`src/hdl/sse_pkg.sv`:
```
// ----------------------------------------------------------------------------
// sse_pkg: shared types and constants of the strand sort engine
// Holds the capacity, index widths, the item and result payloads, and the
// command and status groups that join the controller and the datapath.
// ----------------------------------------------------------------------------
package sse_pkg;

  localparam int MAX_ITEMS = 64;
  localparam int DATA_W    = 32;
  localparam int IDX_W     = (MAX_ITEMS > 1) ? $clog2(MAX_ITEMS) : 1;
  localparam int CNT_W     = $clog2(MAX_ITEMS + 1) > 0 ? $clog2(MAX_ITEMS + 1) : 1;
  localparam int MRG_DEPTH = 2 ** (IDX_W + 1);

  typedef struct packed {
    logic signed [DATA_W-1:0] sample;
    logic                     is_last;
  } item_t;

  typedef struct packed {
    logic signed [DATA_W-1:0] sorted_value;
    logic                     final_res;
    logic                     overflow;
  } result_t;

  typedef struct packed {
    logic store_in;
    logic sort_init;
    logic scan_init;
    logic scan_skip;
    logic scan_read;
    logic scan_eval;
    logic merge_init;
    logic merge_read;
    logic merge_eval;
    logic merge_done;
    logic out_init;
    logic out_read;
    logic out_load;
    logic finish;
  } sse_cmd_t;

  typedef struct packed {
    logic scan_end;
    logic scan_taken;
    logic remaining_zero;
    logic merge_end;
    logic out_last;
    logic out_free;
  } sse_sts_t;

endpackage

```
`src/hdl/sse_ctrl.sv`:
```
// ----------------------------------------------------------------------------
// sse_ctrl: sequencing state machine of the strand sort engine
// Steps through collection, strand extraction, merging and output, and
// issues one command group to the datapath in each cycle.
// ----------------------------------------------------------------------------
module sse_ctrl (
  input  logic              clk,
  input  logic              rst,
  input  logic              item_valid,
  input  logic              item_is_last,
  input  sse_pkg::sse_sts_t sts,
  output sse_pkg::sse_cmd_t cmd,
  output logic              item_stall
);
  import sse_pkg::*;

  localparam logic [2:0] ST_IDLE       = 3'd0;
  localparam logic [2:0] ST_SCAN_CHK   = 3'd1;
  localparam logic [2:0] ST_SCAN_EVAL  = 3'd2;
  localparam logic [2:0] ST_MERGE_RD   = 3'd3;
  localparam logic [2:0] ST_MERGE_EVAL = 3'd4;
  localparam logic [2:0] ST_OUT_RD     = 3'd5;
  localparam logic [2:0] ST_OUT_LOAD   = 3'd6;

  logic [2:0] state;
  logic [2:0] state_next;

  assign item_stall = (state != ST_IDLE);

  always_comb begin
    cmd        = '0;
    state_next = state;
    case (state)
      ST_IDLE: begin
        if (item_valid) begin
          cmd.store_in = 1'b1;
          if (item_is_last) begin
            cmd.sort_init = 1'b1;
            cmd.scan_init = 1'b1;
            state_next    = ST_SCAN_CHK;
          end
        end
      end
      ST_SCAN_CHK: begin
        if (sts.scan_end) begin
          cmd.merge_init = 1'b1;
          state_next     = ST_MERGE_RD;
        end else if (sts.scan_taken) begin
          cmd.scan_skip = 1'b1;
        end else begin
          cmd.scan_read = 1'b1;
          state_next    = ST_SCAN_EVAL;
        end
      end
      ST_SCAN_EVAL: begin
        cmd.scan_eval = 1'b1;
        state_next    = ST_SCAN_CHK;
      end
      ST_MERGE_RD: begin
        if (sts.merge_end) begin
          cmd.merge_done = 1'b1;
          if (sts.remaining_zero) begin
            cmd.out_init = 1'b1;
            state_next   = ST_OUT_RD;
          end else begin
            cmd.scan_init = 1'b1;
            state_next    = ST_SCAN_CHK;
          end
        end else begin
          cmd.merge_read = 1'b1;
          state_next     = ST_MERGE_EVAL;
        end
      end
      ST_MERGE_EVAL: begin
        cmd.merge_eval = 1'b1;
        state_next     = ST_MERGE_RD;
      end
      ST_OUT_RD: begin
        cmd.out_read = 1'b1;
        state_next   = ST_OUT_LOAD;
      end
      ST_OUT_LOAD: begin
        if (sts.out_free) begin
          cmd.out_load = 1'b1;
          if (sts.out_last) begin
            cmd.finish = 1'b1;
            state_next = ST_IDLE;
          end else begin
            state_next = ST_OUT_RD;
          end
        end
      end
      default: begin
        state_next = ST_IDLE;
      end
    endcase
  end

  always_ff @(posedge clk) begin
    if (rst) begin
      state <= ST_IDLE;
    end else begin
      state <= state_next;
    end
  end

endmodule
```
`config.mk`:
```
export PLATFORM = sky130hd
export DESIGN_NAME = sse_ctrl
export DESIGN_NICKNAME = d
export VERILOG_FILES = /design/src/hdl/sse_pkg.sv /design/src/hdl/sse_ctrl.sv
export SDC_FILE = /design/constraint.sdc
export NUM_CORES = 1
export LEC_CHECK = 0
export BUFFER_PORTS_ARGS = -buffer_cell sky130_fd_sc_hd__buf_4
export CORE_AREA = 2 2 39 41
export CTS_CLUSTER_DIAMETER = 30
export DETAILED_ROUTE_END_ITERATION = 6
export DIE_AREA = 0 0 41 43
export SYNTH_ARGS = -nofsm -noshare
export SYNTH_HDL_FRONTEND = slang
export SYNTH_SLANG_ARGS = --single-unit
```
`constraint.sdc`:
```
create_clock -name clk -period 1.1 [get_ports clk]
set_input_delay 0.055 -clock clk [delete_from_list [all_inputs] [get_ports clk]]
set_output_delay 0.055 -clock clk [all_outputs]
set_load 0.005 [all_outputs]
```
Word level (Yosys, flattened, before mapping). Index checks and enable logic that the tools add are counted.

Output and inout port bits: 15. Word-level logic and storage cells: 46. Bits in registers: 3.

Eq/ne operators: 10. Multiplexer cells: 32. Reduce and logical (&&, ||, !) cells: 3.

Operator list (number): $mux 3 (9); $pmux 3 s7 (1); $mux 2 (8); $mux 1 (13); $eq 3x3->1 const B (3); $eq 3x2->1 const B (2); $ne 2x2->1 const B (3); $reduce_and 4->1 (1); $eq 3x1->1 const B (1); $logic_not 3->1 (1); $ne 3x3->1 const B (1); $reduce_bool 3->1 (1); $pmux 1 s2 (1).

Depth between registers and ports, before layout. Gate-level depths: netlist of the first run.

Depth in word-level cells: 3. Gate-level depth with buffers: 6. Gate-level depth less buffers: 5.

Worst setup path before layout of the first run. No wires, ideal clock.

Path type: flip-flop to flip-flop. Start: register state[0]. End: register state[1]. Setup time: 0.118 ns. Buffers on the path: 1. Cell stages (with the launch flop): 7. Data arrival time: 0.973 ns. Setup slack: 0.009 ns. Cells stage by stage: dfxtp_1 > buf_6 > inv_2 > nor4_1 > nand2_1 > inv_2 > nor4b_1.

Cells in the longest elaborated chain, start to end: 3.

Ends and longest elaborated chain: start: declaration (line sse_ctrl.sv:25) `logic [2:0] state;`; start signal: assignment (line sse_ctrl.sv:103) `state <= state_next;`; $eq 3x1->1 (tied with other cells) (line sse_ctrl.sv:33) `case (state)`; $ne 3x3->1 (no source line) / $ne 2x2->1 (equally long branches); $reduce_and 4->1 (no source line).

Parallel ways exist; a longest one is shown, timed or not. A chain may end at the register's enable or synchronous reset.

==> results of run 1 <==
[worst max-delay path, cell delays in order (launching register included)]
cell and delay [ns]:
dfxtp_4 0.36, inv_6 0.08, buf_6 0.09, and3_4 0.18
and3_4 0.17, buf_6 0.08
[per-stage QoR]
stage,TNS (ns),std cells,util,area (sq um)
floorplan,0,45,-,308
global placement,-0.218,91,0.394,546
detailed placement,-0.209,91,0.394,546
CTS,-1.48,99,0.511,707
global route,-2.40,102,0.574,795
finish,-1.53,102,0.574,795
[per-layer routing]
metal | global-route usage | vias to the layer above | routed length, microns | share of wire
li1 | - | 235 | - | -
met1 | 0.170 | 203 | 412 | 0.36
met2 | 0.244 | 17 | 691 | 0.60
met3 | 0 | 0 | 55 | 0.047
met4 | 0.100 | 0 | 0 | 0
met5 | 0 | - | 0 | 0
[power groups by stage]
| stage | Sequential, mW | Clock [mW] | Combinational [mW] |
|---|---|---|---|
| after floorplan | 0.126 | 0 | 0.108 |
| after global placement | 0.133 | 0 | 0.219 |
| after detailed placement | 0.134 | 0 | 0.221 |
| after CTS | 0.140 | 0.201 | 0.289 |
| after global routing | 0.144 | 0.201 | 0.363 |
| final | 0.143 | 0.193 | 0.333 |
[cell usage in the layout (no fill, tap or decap), types with 2 or more instances in the layout]
master	Yosys	routed
a21oi_1	2	2
and2_1	4	3
and3_4	0	3
buf_4	0	26
buf_6	2	12
clkbuf_4	0	3
dfxtp_4	0	3
inv_2	2	2
nand2_1	4	2
nand2_2	0	2
nor2_1	6	2
nor2_4	0	4
o21ai_2	0	2
[cells by family after synthesis]
family / share of synthesized area
simple gates: 0.488
buf+inv: 0.122
compound gates: 0.163
mux: 0.0325
flops: 0.195
[how the worst max path moves through the flow]
stage	startpoint	end	slack, ns	cells after the start
detailed placement	state[0]	state[1]	-0.06	5
floorplan	state[0]	state[1]	0.009	6
CTS	state[0]	cmd[3]	-0.15	5
global placement	state[0]	state[1]	-0.06	5
global route	state[0]	cmd[3]	-0.20	5
finish	state[0]	cmd[0]	-0.16	5
[timing repair]
item	CTS	global route
endpoints found under the hold margin	3	0
endpoints found under the setup margin	16	18
setup buffers	3	3
pin swaps	7	4
hold buffers	1	0
resized for setup	31	18
[layout make-up]
| type | instances | area share |
|---|---|---|
| Timing Repair Buffer | 39 | 0.428 |
| Tap cell | 16 | 0.0252 |
| Multi-Input combinational cell | 36 | 0.398 |
| Sequential cell | 3 | 0.0898 |
| Inverter | 4 | 0.0252 |
| Clock buffer | 4 | 0.0331 |
==> metrics.md, run 1 <==
| Metric | Value |
|---|---|
| Kind of critical path | flop to primary output |
| GR Util All Layers | 0.146 |
| GRT Residual Overflow | 0 |
| Critical R2R Launch | state[0] |
| Num CTS Buffers | 3 |
| Max reg flops | 3 |
| FF+latch count, synth | 3 |
| Layout cells sized above 1 | 0.767 |
| CTS clk-pin slew, worst paths | around 0.040 ns |
| Pint | ~0.45 mW |
| Global-route wire length before repair | 1.77 mm |
| Largest net degree at the start of global routing | 7 |
| Combinational Power Share | 0.498 |
| Max-capacitance violation count | 0 |
| Final Skew | ~0.0035 ns |
| GP Congestion | a little under 0.8 |
| Hpwl dp | about 700 microns |
| Register area | ~70 sq um |
| Fmax | 0.793 GHz |
| Initial DRC Count | 4 |
| Via count | 455 |
| RSZ-0062 raised after global routing | true |
| WHS Endpoint | state[1] |
| P_sw | approximately 0.21 mW |
| Placement Rows | 14 |
| Clock sinks | 3 |
| Sequential share of power | 0.214 |
| Largest regs | state x3 |
| Mean Syn Cell Area | between 6 and 7 sq um |
| Number of enable flip-flop cells after synthesis | 0 |
| Port Buffers | 24 |
| Sw frac | 0.320 |
| Crit end category | primary output |
| Worst-path maximum fanout | 4 |
| Number of global-route vias before repair | between 400 and 500 |
| Die area | between 1500 and 2000 sq um |
| Top reg by flops | state |
| WP data arrival | between 1 and 1.5 ns |
| Hold_ws | 0.114 ns |
| Ant. Diodes | 0 |
| Via-to-Cell Ratio | 4.46 |
| Synth Cell Area | around 310 sq um |
| Multi-input gate area | around 320 sq um |
| Final net count | 97 |
| Top FF cell, synth | dfxtp_1 |
| Core ar. | roughly 1400 sq um |
| Synth top area share | 0.195 |
| Endpoints failing setup | 17 |
| Syn. warnings | 0 |
| Transition time of the tightest slew-check pin | 0.242 ns |
| Clock share of power | 0.288 |
| Critical Path RT | about 1.0 ns |
| Power Total | roughly 0.67 mW |
| Fin crit period | between 1 and 1.5 ns |
| Drt total wl | around 1.2 mm |
| Failing checks | setup timing |
| Mapped Nets | 55 |
| Htree depth | 1 |
| CTS tree | done |
| Clock root cell | clkbuf_4 |
| Synth-to-layout area growth | 158% |
| Number of library cell types mapped by synthesis | 24 |
| Slew headroom | 0.838 |
| Syn Inst Count | 45 |
| Period Utilization, post-route | 1.15 |
| Reg-to-Reg End | state[0] |
| PD cells | between 800 and 900 nW/um^2 |
| Flop2flop setup slack | -0.10 ns |
| PnR worst setup slack | -0.162 ns |
| DRC viols | 0 |
| Initial antenna violation count | 0 |
| HP Start | sts[4] |
| Final Hold Fails | 0 |
| Status | finished with violations |
| Ys async rst share | 0 |
| Hold path cells | 4 |
| Drt first pass iters | 4 |
| Area leader, netlist | dfxtp_1 |
| Peak supply drop | 0.000607 V |
| Commonest cells post-synth | nor2_1 (6), and2_1 (4), nand2_1 (4) |
| Critical Path Start Type | flop |
| Seq/Total Area, Yosys | 0.195 |
| Die Width | approximately 41 microns |
| Die height | around 43 microns |
| R2R depth | 5 |
| Synth area leaders | dfxtp_1 (20%), and2_1 (8.1%), buf_6 (7.3%) |
| Hold Crit Class | input port to flop |
| FILL cells | between 100 and 150 |
| Worst-Skew Late Latency | ~0.23 ns |
| Clk buf depth | 2 |
| ANT nets after route | 0 |
| Avg WL per Cell | ~11 microns |
| Count of pins over their slew limit | 0 |
| Worst slack at placement | -0.0567 ns |
| Count leader, synth | nor2_1 |
| Initial Utilization | 0.222 |
| Io pins | 25 |
| Lkg Pwr | between 0.3 and 0.4 nW |
(Power assumes the default switching activity.)
==> run 2: changes to the inputs <==
PLACE_DENSITY = 0.54   (was not set)
==> metrics.md, run 2 (synthesis gave the netlist of run 1 again) <==
| Metric | Value |
|---|---|
| Drt total wl | 1.18 mm (was 1.16 mm) |
| Critical Path RT | 1.04 ns (about the same) |
| Clk buf depth | 2 (unchanged) |
| Power Total | 0.685 mW (was 0.669 mW) |
| Die height | 43 microns (unchanged) |
| Endpoints failing setup | 17 (unchanged) |
| DRC viols | 0 (unchanged) |
| Port Buffers | 24 (unchanged) |
| Max reg flops | 3 (unchanged) |
| Num CTS Buffers | 3 (unchanged) |
| Kind of critical path | flop to primary output (unchanged) |
| Initial Utilization | 0.222 (unchanged) |
| Avg WL per Cell | 11.1 microns (was 11.4 microns) |
| Fmax | 0.788 GHz (was 0.793 GHz) |
| Initial antenna violation count | 0 (unchanged) |
| CTS clk-pin slew, worst paths | 0.04 ns (about the same) |
| Via count | 481 (was 455) |
| Fin crit period | 1.27 ns (was 1.26 ns) |
| Synth-to-layout area growth | 160% (was 158%) |
| Most common cell after layout, fill and taps aside | buf_4 (unchanged) |
| WP data arrival | 1.21 ns (about the same) |
| PD cells | 855 nW/um^2 (was 841 nW/um^2) |
| Top reg by flops | state (unchanged) |
| Register area | 68.8 sq um (was 71.3 sq um) |
| Largest regs | state x3 (unchanged) |
| Final Hold Fails | 0 (unchanged) |
| Htree depth | 1 (unchanged) |
| Final core occ | 0.579 (was 0.574) |
| Hold_ws | 0.133 ns (was 0.114 ns) |
| Critical Path Start Type | flop (unchanged) |
| Clock root cell | clkbuf_4 (unchanged) |
| Drt first pass iters | 2 (was 4) |
| GR Util All Layers | 0.142 (was 0.146) |
| Die Width | 41 microns (unchanged) |
| Final Skew | 0.00320 ns (was 0.00353 ns) |
| Most frequent cells in the layout | buf_4 (32), buf_6 (10), nand2_1 (4) (was buf_4 (26), buf_6 (12), nor2_4 (4)) |
| Transition time of the tightest slew-check pin | 0.231 ns (was 0.242 ns) |
| Via-to-Cell Ratio | 4.54 (was 4.46) |
| Largest net degree at the start of global routing | 7 (unchanged) |
| Count of pins over their slew limit | 0 (unchanged) |
| GP Congestion | 0.779 (was 0.777) |
| Layout cells sized above 1 | 0.756 (was 0.767) |
| Flop2flop setup slack | -0.11 ns (was -0.10 ns) |
| Final net count | 101 (was 97) |
| RSZ-0062 raised after global routing | true (unchanged) |
| FILL cells | 142 (was 126) |
| Lkg Pwr | 0.396 nW (was 0.375 nW) |
| Placement Rows | 14 (unchanged) |
| ANT nets after route | 0 (unchanged) |
| Period Utilization, post-route | 1.15 (about the same) |
| Core ar. | 1380 sq um (unchanged) |
| Failing checks | setup timing (unchanged) |
| Hpwl dp | 710 microns (was 714 microns) |
| Multi-input gate area | 308 sq um (was 317 sq um) |
| Initial DRC Count | 2 (was 4) |
| PnR worst setup slack | -0.170 ns (was -0.162 ns) |
| GRT Residual Overflow | 0 (unchanged) |
| Setup TNS | -1.85 ns (was -1.53 ns) |
| CTS tree | done (unchanged) |
| Crit end category | primary output (unchanged) |
| Hold Crit Class | input port to flop (unchanged) |
| Status | finished with violations (unchanged) |
| Max-capacitance violation count | 0 (unchanged) |
| Io pins | 25 (unchanged) |
| Slew headroom | 0.845 (was 0.838) |
| Global-route wire length before repair | 1.77 mm (unchanged) |
| Worst-path maximum fanout | 6 (was 4) |
| Clock sinks | 3 (unchanged) |
| Worst slack at placement | -0.0531 ns (was -0.0567 ns) |
| Peak supply drop | 0.000693 V (was 0.000607 V) |
| Number of global-route vias before repair | 443 (was 451) |
| Worst-Skew Late Latency | 0.23 ns (about the same) |
| Die area | 1760 sq um (unchanged) |
| Ant. Diodes | 0 (unchanged) |
[run 2: cell types whose count changed in the layout (fill, tap and decap cells not counted), sizes merged]
cell,delta
buf,+4
[run 2: path summary, 6_finish.rpt]
check,from,to,depth (start not counted)
max,state[2],cmd[0],4
min,sts[4],state[0],3
max reg2reg,state[0],state[0],6
min reg2reg,state[0],state[0],4
[run 2: power breakdown]
group	leakage, nW	internal (mW)	switching, mW
clock	0.0150	0.136	0.0582
combinational	0.354	0.218	0.139
sequential	0.0264	0.118	0.0154
[run 2: repair_timing]
item | CTS | global route
gates cloned | 0 | 0
hold endpoints to repair | 3 | 0
endpoints found under the setup margin | 18 | 18
hold buffers | 1 | 0
buffers inserted | 7 | 4
resized for setup | 34 | 5
pin swaps | 16 | 3
[run 2: metal layers]
metal	track usage	vias up	wire length, microns
li1	-	244	-
met1	0.167	223	423
met2	0.234	12	692
met3	0.0209	2	46
met4	0.0733	0	14
met5	0	-	0
[run 2: metrics by stage]
step	std cells	area, sq um
final	106	801
after global placement	91	546
after detailed placement	91	546
after CTS	102	754
after floorplan	45	308
after global routing	106	801
[run 2: critical path, stage by stage, from the launching register on]
cell and delay (ns):
dfxtp_4 0.40, buf_6 0.14, and3_4 0.18, and3_4 0.17, buf_6 0.09
[run 2: final cells by class]
type | count | share of cell area
Clock buffer | 4 | 0.0328
Inverter | 4 | 0.0188
Multi-Input combinational cell | 36 | 0.384
Sequential cell | 3 | 0.0859
Tap cell | 16 | 0.0250
Timing Repair Buffer | 43 | 0.453
